File: src/hw/rtl/stdp_pkg.sv
package stdp_pkg;

  localparam int TIME_W = 24;
  localparam int COND_W = 32;
  localparam int AMP_W  = 16;
  localparam int KERN_W = 32;
  localparam int CFG_W  = 32;
  localparam int CFG_IDX_W = 2;

  // Kernel index: |tau| in 1/8 ms steps, times are Q16.8
  localparam int STEP_SHIFT = 5;
  localparam int IDX_W = TIME_W - STEP_SHIFT;

  // Configuration register indexes
  localparam logic [CFG_IDX_W-1:0] CFG_LEARNING_AMPLITUDE = 2'd0;
  localparam logic [CFG_IDX_W-1:0] CFG_START_CONDUCTANCE  = 2'd1;

  localparam logic [AMP_W-1:0]  AMP_RESET  = 16'd256;
  localparam logic [COND_W-1:0] COND_RESET = 32'd0;

  // Kernel table build constants: e in Q2.32, e^(-1/80) in Q0.32, scale in Q0.40
  localparam logic [63:0] E_Q32  = 64'd11674931555;
  localparam logic [63:0] EM_Q32 = 64'd4241614355;
  localparam logic [63:0] CK_Q40 = 64'd2565772385;
  localparam logic [63:0] H_DIV  = 64'd80;

  typedef struct packed {
    logic              pre_started_spiking;
    logic              post_started_spiking;
    logic [TIME_W-1:0] pre_spike_time;
    logic [TIME_W-1:0] post_spike_time;
  } in_req_t;

  typedef struct packed {
    logic [COND_W-1:0] conductance;
    logic              weight_changed;
  } out_res_t;

  typedef struct packed {
    logic pair;
    logic positive;
    logic in_range;
  } stdp_ctl_t;

endpackage

File: src/hw/rtl/stdp_upd.sv
module stdp_upd #(
  parameter int FRAC_BITS = 24
) (
  input  stdp_pkg::stdp_ctl_t        ctl,
  input  logic [stdp_pkg::COND_W-1:0] cond,
  input  logic                        changed,
  input  logic [stdp_pkg::AMP_W-1:0]  amp,
  input  logic [stdp_pkg::KERN_W-1:0] kern,
  output logic [stdp_pkg::COND_W-1:0] cond_nxt,
  output logic                        changed_nxt
);
  import stdp_pkg::*;

  localparam int PROD_W = AMP_W + KERN_W;
  localparam int SHIFT  = PROD_W - FRAC_BITS;
  localparam int MAG_W  = PROD_W - SHIFT;

  logic [KERN_W-1:0] kern_sel;
  logic [PROD_W-1:0] prod;
  logic [MAG_W-1:0]  mag;
  logic [COND_W-1:0] mag_ext;
  logic [COND_W:0]   sum;
  logic [COND_W-1:0] pot;
  logic [COND_W-1:0] dep;

  // Kernel is zero beyond the table
  assign kern_sel = ctl.in_range ? kern : '0;
  assign prod     = PROD_W'(amp) * PROD_W'(kern_sel);
  assign mag      = prod[PROD_W-1:SHIFT];
  assign mag_ext  = COND_W'(mag);
  assign sum      = {1'b0, cond} + {1'b0, mag_ext};
  assign pot      = sum[COND_W] ? '1 : sum[COND_W-1:0];
  assign dep      = (cond > mag_ext) ? (cond - mag_ext) : '0;

  always_comb begin
    cond_nxt    = cond;
    changed_nxt = changed;
    if (ctl.pair) begin
      if (mag == '0) begin
        changed_nxt = 1'b0;
      end else begin
        changed_nxt = 1'b1;
        cond_nxt    = ctl.positive ? pot : dep;
      end
    end
  end

endmodule

File: config.mk
export PLATFORM = sky130hd
export DESIGN_NAME = stdp_upd
export DESIGN_NICKNAME = d
export VERILOG_FILES = /design/src/hw/rtl/stdp_pkg.sv /design/src/hw/rtl/stdp_upd.sv
export SDC_FILE = /design/constraint.sdc
export NUM_CORES = 1
export LEC_CHECK = 0
export BUFFER_PORTS_ARGS = -buffer_cell sky130_fd_sc_hd__buf_2
export CAP_MARGIN = 0
export CORE_MARGIN = 3
export CORE_UTILIZATION = 35
export DETAILED_ROUTE_END_ITERATION = 8
export MAX_ROUTING_LAYER = met4
export PLACE_DENSITY = 0.54
export REMOVE_ABC_BUFFERS = 1
export SLEW_MARGIN = 20
export SYNTH_ARGS = -nofsm -noshare
export SYNTH_HDL_FRONTEND = slang
export SYNTH_SLANG_ARGS = --single-unit
File: constraint.sdc
create_clock -name vclk -period 12.5
set_input_delay 0 -clock vclk [all_inputs]
set_output_delay 0 -clock vclk [all_outputs]
set_load 0.03 [all_outputs]
==> impl_metrics.tcl <==
set metrics [dict create \
    status "finished clean" \
    cts_setup_buffers 0 \
    drcViolationCount 0 \
    max_slew.worst_pin.slew_ns 1.296 \
    syn-cell-area_um2 20690 \
    avgViaCountPerCell 5.452 \
    number_of_max_cap_violations 0 \
    setup.worst_path.class "in2out" \
    finish.net_count 3264 \
    netlist_top_cells_count "490 x sky130_fd_sc_hd__inv_1, 419 x sky130_fd_sc_hd__fa_1, 399 x sky130_fd_sc_hd__nand2_1" \
    pin_count_of_the_biggest_net_entering_global_routing 114 \
    max_stage_delay_ns 0.99 \
    crit_fanout 113 \
    rsz0062_at_grt "false" \
    start_util 0.3558 \
    syn_inst 2625 \
    worst_path_most_repeated_cell "sky130_fd_sc_hd__fa_1" \
    detail_route.wl_per_cell_um 19.75 \
    overall_die_area_um2 62060 \
    final_antenna_net_count 0 \
    number_of_clock_tree_buffers_in_the_layout 0 \
    grt.overflow.total 0 \
    share_of_synthesized_area_occupied_by_flip_flops_and_latches 0 \
    timing.critical_path.to_type "primary output" \
    fraction_of_layout_cells_with_a_size_suffix_above_1 0.05991 \
    layout-area-overhead-vs-synth_pct 4.766 \
    pin_count 117 \
    whs_ns 0.3705 \
    synth_area_per_cell_um2 7.881 \
    area_share_of_the_leading_cell_type_in_the_synthesized_netlist 0.4055 \
    hpwlAfterDp_um 54410 \
    die_x_um 249.1 \
    firstDrtPassIters 6 \
    gp_congestion 0.9091 \
    layout_worst_path_cycle_share 0.9406 \
    grt_pass1_wl_um 108000 \
    rows 88 \
    worstPathRequired_ns 12.50 \
    maxSlewHeadroom 0.1304 \
    synth_largest_area_cell "sky130_fd_sc_hd__fa_1" \
    synth_warnings 0 \
    holdCritPathClass "in2out" \
    crit_path_top_delay_cell "sky130_fd_sc_hd__a311oi_1" \
    antenna_cells_inserted 0 \
    synth.most_common_cell "sky130_fd_sc_hd__inv_1" \
    synthTopCellsByArea "sky130_fd_sc_hd__fa_1 41%, sky130_fd_sc_hd__ha_1 10%, sky130_fd_sc_hd__inv_1 8.9%, sky130_fd_sc_hd__nand2_1 7.2%, sky130_fd_sc_hd__and3_1 6.4%" \
    design.seq.count 0 \
    max_clock_freq_mhz 85.05 \
    crit_path_start_kind "input port" \
    regArea_um2 0 \
    period_minus_slack_ns 11.76 \
    grt_use_total 0.2187 \
    cp.arrival_ns 11.76 \
    n_fill_cell 6188 \
    cts.hold.buffers_added 0 \
    detailroute.via_count 18280 \
    initialDrtViolationCount 1193 \
    placement.io_buffers 117 \
    totalWireLength_um 66200 \
    floorplan.core_area_um2 58140 \
    setup_tns_ns 0 \
    synth_cell_types 79 \
    floorplan.die.height_um 249.1 \
    timing.final.setup_violations 0 \
    final-hold-violation-count 0 \
    drv_slew 0 \
    antenna_violations_before_repair 0 \
    number_of_global_route_vias_before_repair 19150 \
]
[placed cells by master (no fill, tap or decap), drive strengths merged, types with 14 or more instances in the layout]
cell type / n
inv: 490
fa: 419
nand2: 399
and3: 211
ha: 172
buf: 127
a21oi: 115
nor2: 98
o21ai: 92
and2: 49
nor3: 35
a21o: 35
nand3: 28
nand4: 22
a211oi: 21
o21bai: 20
o31ai: 17
o211ai: 16
o21a: 14
[cells by family after synthesis]
| kind of cell | synth area share |
|---|---|
| AND/OR/NAND/NOR | 0.2182 |
| buffers and inverters | 0.1208 |
| adder cells (fa/ha/maj) | 0.5095 |
| AO/OA/AOI/OAI | 0.1373 |
| XOR/XNOR | 0.007197 |
| multiplexers | 0.007015 |
[worst paths after layout]
kind	start	to	slack [ns]	cells past startpoint
setup / recovery	ctl[0]	cond_nxt[11]	0.74	31
hold / removal	changed	changed_nxt	0.37	4
[metrics by stage]
stage / setup slack (ns) / cells / util / instance area (µm²)
3_5_place_dp: 0.5785 / 3352 / 0.3728 / 21670
5_1_grt: 0.07002 / 3352 / 0.3728 / 21670
2_1_floorplan: 2.649 / 2460 / - / 20030
6_report: 0.7425 / 3352 / 0.3728 / 21670
4_1_cts: 0.5349 / 3352 / 0.3728 / 21670
3_3_place_gp: 0.9021 / 3352 / 0.3728 / 21670
[worst max-delay path, delay by kind of cell]
kind | cells | cell delay, ns
buf+inv | 6 | 1.34
mux | 1 | 0.32
compound gates | 6 | 2.92
simple gates | 10 | 3.07
fa+ha+maj | 8 | 4.01
[final cells by class]
cell class / instances / area [µm²] / share of cell area
tap: 765 / 957.2 / 0.04416
inverter: 490 / 1839 / 0.08486
timing repair buffer: 127 / 675.6 / 0.03117
multi-input combinational: 1970 / 18200 / 0.8398
[metal layers]
metal | wire length, µm | track usage | vias to the layer above
met5 | 0 | - | -
met4 | 613 | 0.01824 | 0
met3 | 2906 | 0.01096 | 49
met2 | 32150 | 0.3678 | 467
met1 | 30520 | 0.3056 | 9359
li1 | - | - | 8401
[what timing repair did]
action                                 in CTS  in global routing
resized for setup                           0                  1
setup endpoints to repair                   0                 16
endpoints found under the hold margin       0                  0
Power is not shown: default switching activity piles up to over one toggle a cycle in this logic, so the estimate is an artifact.
